### src/rtl/core/hgrp_pkg.sv
// Types, constants and character helpers for the HTTP GET request parser.
`default_nettype none

package hgrp_pkg;

    typedef enum logic [3:0] {
        PH_METHOD   = 4'd0,
        PH_SEP1     = 4'd1,
        PH_URL      = 4'd2,
        PH_SEP2     = 4'd3,
        PH_VERSION  = 4'd4,
        PH_LINEFAIL = 4'd5,
        PH_KEEP     = 4'd6,
        PH_HEADER   = 4'd7,
        PH_DONE     = 4'd8,
        PH_BAD      = 4'd9
    } t_phase;

    typedef enum logic [1:0] {
        UF_UNDEC   = 2'd0,
        UF_VALID   = 2'd1,
        UF_INVALID = 2'd2,
        UF_HTTP    = 2'd3
    } t_url;

    typedef logic [4:0] t_pos;

    localparam logic [1:0] ST_INCOMPLETE = 2'd0;
    localparam logic [1:0] ST_DONE       = 2'd1;
    localparam logic [1:0] ST_BAD        = 2'd2;

    localparam t_pos LEN_GET  = 5'd3;
    localparam t_pos LEN_VER  = 5'd8;
    localparam t_pos LEN_PFX  = 5'd7;
    localparam t_pos LEN_CONN = 5'd10;
    localparam t_pos KEEP_OFS = 5'd12;
    localparam t_pos KEEP_END = 5'd22;
    localparam t_pos POS_MAX  = 5'd31;

    localparam logic [7:0] CH_CR    = 8'h0D;
    localparam logic [7:0] CH_LF    = 8'h0A;
    localparam logic [7:0] CH_SP    = 8'h20;
    localparam logic [7:0] CH_TAB   = 8'h09;
    localparam logic [7:0] CH_SLASH = 8'h2F;

    function automatic logic [7:0] lower8(input logic [7:0] c);
        return (c >= 8'h41 && c <= 8'h5A) ? c + 8'd32 : c;
    endfunction

    function automatic logic is_blank(input logic [7:0] c);
        return (c == CH_SP) || (c == CH_TAB);
    endfunction

    // Keyword letters, already lowercase
    function automatic logic [7:0] get_char(input logic [1:0] p);
        case (p)
            2'd0:    return "g";
            2'd1:    return "e";
            default: return "t";
        endcase
    endfunction

    function automatic logic [7:0] ver_char(input logic [2:0] p);
        case (p)
            3'd0:    return "h";
            3'd1:    return "t";
            3'd2:    return "t";
            3'd3:    return "p";
            3'd4:    return "/";
            3'd5:    return "1";
            3'd6:    return ".";
            default: return "0";
        endcase
    endfunction

    function automatic logic [7:0] pfx_char(input logic [2:0] p);
        case (p)
            3'd0:    return "h";
            3'd1:    return "t";
            3'd2:    return "t";
            3'd3:    return "p";
            3'd4:    return ":";
            3'd5:    return "/";
            default: return "/";
        endcase
    endfunction

    function automatic logic [7:0] conn_char(input logic [3:0] p);
        case (p)
            4'd0:    return "c";
            4'd1:    return "o";
            4'd2:    return "n";
            4'd3:    return "n";
            4'd4:    return "e";
            4'd5:    return "c";
            4'd6:    return "t";
            4'd7:    return "i";
            4'd8:    return "o";
            default: return "n";
        endcase
    endfunction

    function automatic logic [7:0] keep_char(input logic [3:0] p);
        case (p)
            4'd0:    return "k";
            4'd1:    return "e";
            4'd2:    return "e";
            4'd3:    return "p";
            4'd4:    return "-";
            4'd5:    return "a";
            4'd6:    return "l";
            4'd7:    return "i";
            4'd8:    return "v";
            default: return "e";
        endcase
    endfunction

    function automatic t_pos bump(input t_pos p);
        return (p == POS_MAX) ? p : p + 5'd1;
    endfunction

    // URL prefix tracking for one URL byte
    function automatic t_url url_next(input t_url f, input t_pos p, input logic [7:0] b);
        t_url r;
        r = f;
        if (f == UF_UNDEC) begin
            if (p == 5'd0 && b == CH_SLASH) begin
                r = UF_VALID;
            end else if (p < LEN_PFX && lower8(b) == pfx_char(p[2:0])) begin
                r = (p == LEN_PFX - 5'd1) ? UF_HTTP : UF_UNDEC;
            end else begin
                r = UF_INVALID;
            end
        end else if (f == UF_HTTP && b == CH_SLASH) begin
            r = UF_VALID;
        end
        return r;
    endfunction

endpackage

`default_nettype wire

### src/rtl/core/hgrp_req_if.sv
// Request channel: one stream byte with its first-byte mark.
`default_nettype none

interface hgrp_req_if;
    logic       valid;
    logic       ready;
    logic [7:0] byte_value;
    logic       first_byte;

    modport source (output valid, output byte_value, output first_byte, input ready);
    modport sink   (input valid, input byte_value, input first_byte, output ready);
endinterface

`default_nettype wire

### src/rtl/core/hgrp_rsp_if.sv
// Response channel: parse status and keep-alive flag.
`default_nettype none

interface hgrp_rsp_if;
    logic       valid;
    logic       ready;
    logic [1:0] status;
    logic       keep_alive;

    modport source (output valid, output status, output keep_alive, input ready);
    modport sink   (input valid, input status, input keep_alive, output ready);
endinterface

`default_nettype wire

### src/rtl/core/http_get_request_parser.sv
// HTTP/1.0 GET request parser, one byte per cycle while i_req.ready is high.
//
//  channel | dir | payload                      | handshake
//  i_req   | in  | byte_value[7:0], first_byte  | valid/ready
//  o_rsp   | out | status[1:0], keep_alive      | valid/ready
//
// One request in, one response out, valid in the cycle after its byte is accepted;
// a byte can be taken every cycle while i_req.ready is high. The parse state and
// the response register are both loaded at the accepting edge. i_req.ready drops
// only while a response is held and o_rsp.ready is low. Reset returns to the
// method phase with keep-alive cleared; first_byte clears everything but keep-alive.
`default_nettype none

module http_get_request_parser (
    input  wire        i_clk,
    input  wire        i_rst_n,
    hgrp_req_if.sink   i_req,
    hgrp_rsp_if.source o_rsp
);
    import hgrp_pkg::*;

    t_phase     r_phase, n_phase;
    logic       r_pcr, n_pcr;
    t_pos       r_pos, n_pos;
    logic       r_tm, n_tm;
    t_url       r_uf, n_uf;
    logic       r_le, n_le;
    logic       r_keep, n_keep;
    logic       r_valid;
    logic [1:0] r_status, n_status;

    logic       accept;
    logic [7:0] b;
    logic [7:0] bl;
    t_phase     c_phase;
    logic       c_pcr;
    t_pos       c_pos;
    logic       c_tm;
    t_url       c_uf;
    logic       c_le;
    t_pos       kofs;

    assign i_req.ready = !r_valid || o_rsp.ready;
    assign accept      = i_req.valid && i_req.ready;
    assign b           = i_req.byte_value;
    assign bl          = lower8(b);

    always_comb begin
        // first_byte restarts the parse before this byte is looked at
        c_phase = i_req.first_byte ? PH_METHOD : r_phase;
        c_pcr   = i_req.first_byte ? 1'b0 : r_pcr;
        c_pos   = i_req.first_byte ? 5'd0 : r_pos;
        c_tm    = i_req.first_byte ? 1'b1 : r_tm;
        c_uf    = i_req.first_byte ? UF_UNDEC : r_uf;
        c_le    = i_req.first_byte ? 1'b1 : r_le;
        if (c_phase > PH_BAD) begin
            c_phase = PH_BAD;
        end
        kofs = c_pos - KEEP_OFS;

        n_phase = c_phase;
        n_pcr   = c_pcr;
        n_pos   = c_pos;
        n_tm    = c_tm;
        n_uf    = c_uf;
        n_le    = c_le;
        n_keep  = r_keep;

        if (c_phase != PH_DONE && c_phase != PH_BAD) begin
            if (c_pcr) begin
                n_pcr = 1'b0;
                if (b == CH_LF) begin
                    // end of line
                    case (c_phase)
                        PH_VERSION: begin
                            n_phase = (c_tm && c_pos == LEN_VER) ? PH_KEEP : PH_BAD;
                        end
                        PH_KEEP: begin
                            if (c_le) begin
                                n_phase = PH_DONE;
                            end else begin
                                if (c_tm && c_pos >= KEEP_END) begin
                                    n_keep = 1'b1;
                                end
                                n_phase = PH_HEADER;
                            end
                        end
                        PH_HEADER: begin
                            n_phase = c_le ? PH_DONE : PH_HEADER;
                        end
                        default: begin
                            n_phase = PH_BAD;
                        end
                    endcase
                    n_pos = 5'd0;
                    n_tm  = 1'b1;
                    n_le  = 1'b1;
                end else begin
                    n_phase = PH_BAD;
                end
            end else if (b == CH_CR) begin
                n_pcr = 1'b1;
            end else if (b == CH_LF) begin
                n_phase = PH_BAD;
            end else begin
                n_le = 1'b0;
                case (c_phase)
                    PH_METHOD: begin
                        if (is_blank(b)) begin
                            n_phase = (c_tm && c_pos == LEN_GET) ? PH_SEP1 : PH_LINEFAIL;
                        end else begin
                            n_tm  = c_tm && (c_pos < LEN_GET) && (bl == get_char(c_pos[1:0]));
                            n_pos = bump(c_pos);
                        end
                    end
                    PH_SEP1: begin
                        if (!is_blank(b)) begin
                            n_phase = PH_URL;
                            n_uf    = url_next(UF_UNDEC, 5'd0, b);
                            n_pos   = 5'd1;
                        end
                    end
                    PH_URL: begin
                        if (is_blank(b)) begin
                            n_phase = (c_uf == UF_VALID) ? PH_SEP2 : PH_LINEFAIL;
                        end else begin
                            n_uf  = url_next(c_uf, c_pos, b);
                            n_pos = bump(c_pos);
                        end
                    end
                    PH_SEP2: begin
                        if (!is_blank(b)) begin
                            n_phase = PH_VERSION;
                            n_tm    = (bl == ver_char(3'd0));
                            n_pos   = 5'd1;
                        end
                    end
                    PH_VERSION: begin
                        n_tm  = c_tm && (c_pos < LEN_VER) && (bl == ver_char(c_pos[2:0]));
                        n_pos = bump(c_pos);
                    end
                    PH_KEEP: begin
                        if (c_pos < LEN_CONN) begin
                            n_tm = c_tm && (bl == conn_char(c_pos[3:0]));
                        end else if (c_pos >= KEEP_OFS && c_pos < KEEP_END) begin
                            n_tm = c_tm && (bl == keep_char(kofs[3:0]));
                        end
                        n_pos = bump(c_pos);
                    end
                    default: begin
                    end
                endcase
            end
        end

        case (n_phase)
            PH_DONE: n_status = ST_DONE;
            PH_BAD:  n_status = ST_BAD;
            default: n_status = ST_INCOMPLETE;
        endcase
    end

    always_ff @(posedge i_clk) begin
        if (!i_rst_n) begin
            r_phase <= PH_METHOD;
            r_pcr   <= 1'b0;
            r_pos   <= 5'd0;
            r_tm    <= 1'b1;
            r_uf    <= UF_UNDEC;
            r_le    <= 1'b1;
            r_keep  <= 1'b0;
            r_valid <= 1'b0;
        end else begin
            if (accept) begin
                r_phase <= n_phase;
                r_pcr   <= n_pcr;
                r_pos   <= n_pos;
                r_tm    <= n_tm;
                r_uf    <= n_uf;
                r_le    <= n_le;
                r_keep  <= n_keep;
                r_valid <= 1'b1;
            end else if (o_rsp.ready) begin
                r_valid <= 1'b0;
            end
        end
    end

    always_ff @(posedge i_clk) begin
        if (accept) begin
            r_status <= n_status;
        end
    end

    assign o_rsp.valid      = r_valid;
    assign o_rsp.status     = r_status;
    assign o_rsp.keep_alive = r_keep;

    // held status agrees with the phase it came from
    a_status_phase: assert property (@(posedge i_clk) disable iff (!i_rst_n)
        o_rsp.valid |-> ((o_rsp.status == ST_BAD) == (r_phase == PH_BAD))
                     && ((o_rsp.status == ST_DONE) == (r_phase == PH_DONE)))
        else $error("status does not match parse phase");

    // keep-alive is sticky until reset
    a_keep_sticky: assert property (@(posedge i_clk) disable iff (!i_rst_n)
        r_keep |=> r_keep)
        else $error("keep-alive flag dropped");

    // an awaited LF never outlives the end of a request
    a_pcr_live: assert property (@(posedge i_clk) disable iff (!i_rst_n)
        r_pcr |-> (r_phase != PH_DONE && r_phase != PH_BAD))
        else $error("pending CR in a terminal phase");

    // an empty output register never blocks the input
    a_ready_free: assert property (@(posedge i_clk) disable iff (!i_rst_n)
        !o_rsp.valid |-> i_req.ready)
        else $error("request stalled with empty output");

endmodule

`default_nettype wire
### src/flat_wrapper.sv
// flat-port wrapper written by rule: the top's interface ports become plain ports
module http_get_request_parser_flat import hgrp_pkg::*;
  (i_clk, i_rst_n, i_req_valid, i_req_byte_value, i_req_first_byte, i_req_ready, o_rsp_valid, o_rsp_status, o_rsp_keep_alive, o_rsp_ready);
  hgrp_req_if i_req_i ();
  hgrp_rsp_if o_rsp_i ();
  input  wire i_clk;
  input  wire i_rst_n;
  input wire logic [$bits(i_req_i.valid)-1:0] i_req_valid;
  input wire logic [$bits(i_req_i.byte_value)-1:0] i_req_byte_value;
  input wire logic [$bits(i_req_i.first_byte)-1:0] i_req_first_byte;
  output wire logic [$bits(i_req_i.ready)-1:0] i_req_ready;
  output wire logic [$bits(o_rsp_i.valid)-1:0] o_rsp_valid;
  output wire logic [$bits(o_rsp_i.status)-1:0] o_rsp_status;
  output wire logic [$bits(o_rsp_i.keep_alive)-1:0] o_rsp_keep_alive;
  input wire logic [$bits(o_rsp_i.ready)-1:0] o_rsp_ready;
  assign i_req_i.valid = i_req_valid;
  assign i_req_i.byte_value = i_req_byte_value;
  assign i_req_i.first_byte = i_req_first_byte;
  assign i_req_ready = i_req_i.ready;
  assign o_rsp_valid = o_rsp_i.valid;
  assign o_rsp_status = o_rsp_i.status;
  assign o_rsp_keep_alive = o_rsp_i.keep_alive;
  assign o_rsp_i.ready = o_rsp_ready;
  http_get_request_parser u_core (.i_clk(i_clk), .i_rst_n(i_rst_n), .i_req(i_req_i), .o_rsp(o_rsp_i));
endmodule
### config.mk
export PLATFORM = sky130hd
export DESIGN_NAME = http_get_request_parser_flat
export DESIGN_NICKNAME = d
export VERILOG_FILES = /design/src/rtl/core/hgrp_pkg.sv /design/src/rtl/core/hgrp_req_if.sv /design/src/rtl/core/hgrp_rsp_if.sv /design/src/rtl/core/http_get_request_parser.sv /design/src/flat_wrapper.sv
export SDC_FILE = /design/constraint.sdc
export NUM_CORES = 1
export LEC_CHECK = 0
export ABC_CLOCK_PERIOD_IN_PS = 9020
export BUFFER_PORTS_ARGS = -buffer_cell sky130_fd_sc_hd__buf_2
export CAP_MARGIN = 20
export CORE_MARGIN = 8
export CORE_UTILIZATION = 35
export CTS_BUF_LIST = sky130_fd_sc_hd__clkbuf_4 sky130_fd_sc_hd__clkbuf_8
export DETAILED_ROUTE_END_ITERATION = 10
export HOLD_SLACK_MARGIN = 0.08
export SLEW_MARGIN = 20
export SYNTH_ARGS = -nofsm -noshare
export SYNTH_HDL_FRONTEND = slang
export SYNTH_SLANG_ARGS = --single-unit
### constraint.sdc
create_clock -name i_clk -period 9.02 [get_ports i_clk]
set_clock_uncertainty 0.05 [all_clocks]
set_input_delay 0.902 -clock i_clk [delete_from_list [all_inputs] [get_ports i_clk]]
set_output_delay 0.902 -clock i_clk [all_outputs]
set_load 0.03 [all_outputs]
==> Word-level counts from Yosys, hierarchy flattened <==
Memories as Yosys holds them, arrays and structs flattened.
Index checks and enable logic that the tools add are counted.
{ "totals": {"register_bits": 18, "latch_bits": 0, "mem_bits_rw": 0, "romBits": 176, "in_bits": 13, "output_inout_bits": 5, "mem_count": 2} }
{ "classes": {"n_addsub": 3, "mul": 0, "div_mod_pow": 0, "n_lt_le_gt_ge": 10, "n_eq_ne": 35, "shifts": 0, "muxes": 109, "bitwise": 1, "n_reduce_logical": 31} }
{ "memory_table": {"columns": ["name", "depth", "width", "rd", "rd_clocked_by_memory_dff", "wr", "line_no", "rtl"], "rows": [
  ["(name not given)", 16, 6, 1, 0, 0, "hgrp_pkg.sv:104", "case (p)"],
  ["(name not given)", 16, 5, 1, 0, 0, "hgrp_pkg.sv:89", "case (p)"]
]} }
{ "ops": {"columns": ["op", "count"], "rows": [
  ["two-way mux 8 bit", 40],
  ["two-way mux 4 bit", 13],
  ["== test 8 bit", 6],
  ["two-way mux 5 bit", 9],
  ["one-hot mux 7 bit (6 select lines)", 1],
  ["two-way mux 2 bit", 14],
  ["one-hot mux 7 bit (4 select lines)", 1],
  ["== test 8 x 4 -> 1 bit (second input constant)", 3],
  ["two-way mux 1 bit", 22],
  ["== test 8 x 6 -> 1 bit (second input constant)", 2],
  ["logical AND 1 bit", 16],
  ["one-hot mux 4 bit (4 select lines)", 1],
  ["one-hot mux 5 bit (3 select lines)", 1],
  ["== test 4 x 3 -> 1 bit (second input constant)", 3],
  ["< comparator 5 x 4 -> 1 bit (second input constant)", 2],
  ["one-hot mux 5 bit (2 select lines)", 1],
  ["OR reduction 2 bit", 5],
  ["== test 3 bit (second input constant)", 3],
  ["adder 8 x 6 -> 8 bit (second input constant)", 1],
  ["== test 4 x 2 -> 1 bit (second input constant)", 2],
  ["== test 4 bit (second input constant)", 2],
  ["== test 8 x 7 -> 1 bit (second input constant)", 1],
  ["greater-or-equal comparator 8 x 7 -> 1 bit (second input constant)", 1],
  ["less-or-equal comparator 8 x 7 -> 1 bit (second input constant)", 1],
  ["31 further kinds", 38]
]} }

==> Logic depth before layout (Yosys ltp) <==
{ "depth": {"depth_word": 23, "mapped_depth": 13, "depth_no_buf": 11} }

==> Least setup slack after synthesis <==
Ideal clock, no wire load.
{ "synth_path": {"path_kind": "input-to-reg", "start": "in i_req_first_byte", "end": "reg u_core.r_tm", "setup_ps": 58, "arrival_ps": 3011, "required_ps": 8912, "setup_slack_ps": 5901, "cell_stages": 12, "n_path_buf": 2, "path_cell_list": "inv_1 buf_2 nand2_1 ha_1 clkbuf_1 mux2i_1 mux2i_1 xor2_1 nand4b_1 or4_1 o32ai_1 a2111o_1"} }
{ "synth_via": {"elab_chain_cells": 19} }
{ "synth_lines": {"columns": ["item", "line_no", "rtl"], "rows": [
  ["start, declared", "flat_wrapper.sv:10", "input wire logic [$bits(i_req_i.first_byte)-1:0] i_req_first_byte;"],
  ["two-way mux 5 bit", "http_get_request_parser.sv:52", "c_pos = i_req.first_byte ? 5'd0 : r_pos;"],
  ["subtractor 4 bit", "http_get_request_parser.sv:59", "kofs = c_pos - KEEP_OFS;"],
  ["memory (16 x 6 bit)", null, null],
  ["two-way mux 8 bit", "http_get_request_parser.sv:145", "end else if (c_pos >= KEEP_OFS && c_pos < KEEP_END) begin"],
  ["two-way mux 8 bit", "http_get_request_parser.sv:143", "if (c_pos < LEN_CONN) begin"],
  ["two-way mux 8 bit", "http_get_request_parser.sv:107", "case (c_phase)"],
  ["two-way mux 8 bit", "http_get_request_parser.sv:103", "end else if (b == CH_LF) begin"],
  ["two-way mux 8 bit", "http_get_request_parser.sv:101", "end else if (b == CH_CR) begin"],
  ["(+3 left out)", null, null],
  ["logical AND 1 bit", "http_get_request_parser.sv:146", "n_tm = c_tm && (bl == keep_char(kofs[3:0]));"],
  ["two-way mux 1 bit", "http_get_request_parser.sv:145", null],
  ["two-way mux 1 bit", "http_get_request_parser.sv:143", null],
  ["one-hot mux 1 bit (4 select lines)", "http_get_request_parser.sv:107", null],
  ["two-way mux 1 bit", "http_get_request_parser.sv:103", null],
  ["two-way mux 1 bit", "http_get_request_parser.sv:101", null],
  ["two-way mux 1 bit", "http_get_request_parser.sv:70", "if (c_pcr) begin"],
  ["two-way mux 1 bit *", "http_get_request_parser.sv:69", "if (c_phase != PH_DONE && c_phase != PH_BAD) begin"],
  ["end signal, assigned", "http_get_request_parser.sv:178", "r_tm <= n_tm;"],
  ["end, declared", "http_get_request_parser.sv:25", "logic r_tm, n_tm;"]
]} }
Every way passes the cells marked *; elsewhere a longest branch is shown, timed or not. The select of a mux whose other input is x is not followed.
A chain may end at the register's enable or synchronous reset.

==> Final worst setup path <==
Same ends and word-level chain as after synthesis.

==> summary.txt <==
Outcome
  – Outcome: finished, final reports clean

Logic synthesis
  – Commonest cells in the netlist: 42 x nor2_1, 37 x nand2_1, 26 x o21ai_0
  – Fraction of registers with async set/reset: 0%
  – Yosys top cell area share: 12.1%
  – Number of flops mapped to enable cells by yosys: 2
  – Synth Flop Type: dfxtp_1
  – Cell variety after synth: 67
  – Synth Area per Inst: 6.84 um^2
  – Most common cell in the synthesized netlist: nor2_1
  – Largest cells by area after synthesis: dfxtp_1 12%, nor2_1 6.0%, ha_1 5.7%, nand2_1 5.2%, o21ai_0 4.9%
  – Cells after synthesis: 387
  – Post-synthesis instance area: 2650 um^2
  – Synth Register Bits: 18
  – Ys Warns: 0
  – Syn Nets: 412
  – Seq/Total Area, Yosys: 14.4%
  – Cell taking the most area after synthesis: dfxtp_1

Power and ir drop
  – P per Cell Area: 81.1 nW/um^2
  – Leakage: 0.956 nW
  – Peak VDD IR: 51.6 uV

Global route
  – Initial antenna violation count: 0
  – All-layer global routing usage: 16.0%
  – Met2 Usage GRT: 24.8%
  – Largest net degree at the start of global routing: 34
  – Met3 Usage GRT: 1.62%
  – Overflow after GRT: 0
  – GRT met1 Usage: 22.2%
  – Global-route wire length before repair: 13600 um
  – Most Crowded Layer GR: met2
  – Vias in the first global route: 2608

Detailed routing
  – DRT iter0 DRCs: 197
  – Detailed-route DRC error count: 0
  – Via density: 6.16
  – Via count: 2918
  – Pre-antenna DRT Iters: 5
  – WL per Instance: 17.7 um
  – Routed Antenna Nets: 0
  – Final wirelength: 8410 um

Floorplan
  – CORE AREA: 7290 um^2
  – Die area: 10600 um^2
  – Die Wd: 103 um
  – IO Pins: 18
  – Die height: 103 um
  – Starting density of the core: 36.3%
  – FP Rows: 31

STA
  – Measured slew at the worst slew-check pin: 742 ps
  – Max Slew Vio Count: 0
  – Fmax: 0.265 GHz
  – Slack of the critical path: 5250 ps
  – Hold_ws: 431 ps
  – Final setup viols: 0
  – Final worst-path cycle share: 41.8%
  – Hold Fails Final Rpt: 0
  – RSZ-0062 raised after global routing: no
  – Final min period: 3770 ps
  – Max-slew headroom: 50.4%
  – Setup_tns: 0 ps

Hold path
  – Worst min path class: reg -> reg

Clock network
  – Total CTS buffers: 3
  – Hold Buf Count CTS: 0
  – CTS tree: built
  – Clk pin slew, worst setup/hold paths: 80 ps
  – Max Root-Sink Buffers: 2
  – Root Driver: clkbuf_8
  – Post-CTS setup buffer count: 0
  – CTS resizes: 0
  – CTS sink cnt: 18
  – H-tree depth: 1
  – Worst-Skew Late Latency: 260 ps

Critical path
  – CP max FO: 33
  – Arrival time worst endpoint: 3940 ps
  – Crit start category: primary input
  – Critical path capture point type: flop
  – CP required: 9180 ps
  – FF-to-FF setup slack: 5670 ps
  – Setup CP Type: in -> reg

Final layout
  – Ant diodes: 0
  – Fill cells: 809
  – Share of cells above drive strength 1: 8.00%
  – Synth-to-layout area growth: 3.97%
  – Fin nets: 401

Placement
  – Routability cong.: 0.916
  – Number of I/O port buffers: 17
  – Half-perimeter wire length after placement: 6160 um
  – Dpl ws: 5020 ps

Flow run
  – Number of max-cap violations: 0
[cell type report]
type                       count  area [um^2]  area share (%)
clock buffer                   3         41.3            1.50
clock inverter                 1         3.75           0.136
inverter                      15         56.3            2.04
multi-input combinational    321         2060            74.9
sequential                    18          380            13.8
tap                           99          124            4.50
timing repair buffer          17         85.1            3.09
[sequential cells by signal, indices dropped and copies added (netlist names)]
| signal | flops |
|---|---|
| u_core.r_pcr | 1 |
| u_core.o_rsp.keep_alive | 1 |
| u_core.o_rsp.status | 2 |
| u_core.r_le | 1 |
| u_core.r_phase | 4 |
| u_core.r_uf | 2 |
| u_core.r_pos | 5 |
| u_core.r_tm | 1 |
| u_core.o_rsp.valid | 1 |
[per-stage QoR]
stage               power, W  instances  area [um^2]  util, %
finish              0.000223        474         2750     37.8
CTS                 0.000225        474         2750     37.8
detailed placement  0.000163        470         2710     37.1
global placement    0.000163        470         2710     37.1
floorplan           0.000145        387         2650        -
global route        0.000236        474         2750     37.8
[per-layer routing]
metal  share of wire [%]  up-vias
li1                    -     1415
met1                  46     1375
met2                  45      113
met3                 5.9       15
met4                 2.5        0
met5                   0        -
[kinds of logic after synthesis]
family                   count (synthesis)  synth area share, %
AND/OR/NAND/NOR                        169                 33.3
buffers and inverters                   48                 7.75
AO/OA/AOI/OAI                          122                 32.6
adder cells (fa/ha/maj)                 12                 5.67
XOR/XNOR                                13                 4.30
flip-flops                              18                 14.4
multiplexers                             5                 1.94
[placed cells by master, fill, tap and decap left out, types with 3 or more instances in the layout]
cell type  count
a22oi_1        4
o2111ai_1      5
ha_1          12
a221oi_1       4
and3_1         6
o22ai_1        3
or4_1          3
xor2_1         5
nand4_1        9
a21oi_1       23
o211ai_1       6
nand2_1       37
nand2b_1       8
nor4_1         4
nor2_1        42
mux2i_1        4
a211o_1        3
dfxtp_1       16
xnor2_1        8
o21ai_0       26
nand3b_1       3
nor3_1         9
clkbuf_8       3
o21a_1         5
o31ai_1        4
a211oi_1       5
inv_1         13
or3_1          3
buf_2         17
nor2b_1       13
nor3b_1        6
nand3_1       14
a31oi_1        9
[power by group]
part | internal, W | leakage [nW] | switching (W)
Sequential | 0.0000839 | 0.151 | 0.00000644
Clock | 0.0000304 | 0.0231 | 0.0000304
Combinational | 0.0000256 | 0.782 | 0.0000467
Total | 0.000140 | 0.956 | 0.0000835
[worst max-delay path, cell delays in order]
cell,delay (ps)
buf_2,470
inv_1,370
nand2_1,270
inv_1,90
ha_1,310
a2111oi_0,400
a21oi_1,100
xnor2_1,140
or4_1,510
o211ai_1,200
a2111o_1,150
[final timing paths]
check | start | endpoint | depth (start not counted)
min reg2reg | u_core.o_rsp.keep_alive | u_core.o_rsp.keep_alive | 2
max | i_req_first_byte | u_core.r_tm | 11
min | u_core.o_rsp.keep_alive | u_core.o_rsp.keep_alive | 2
max reg2reg | u_core.r_pos[2] | u_core.r_tm | 9
(Power assumes the default switching activity.)
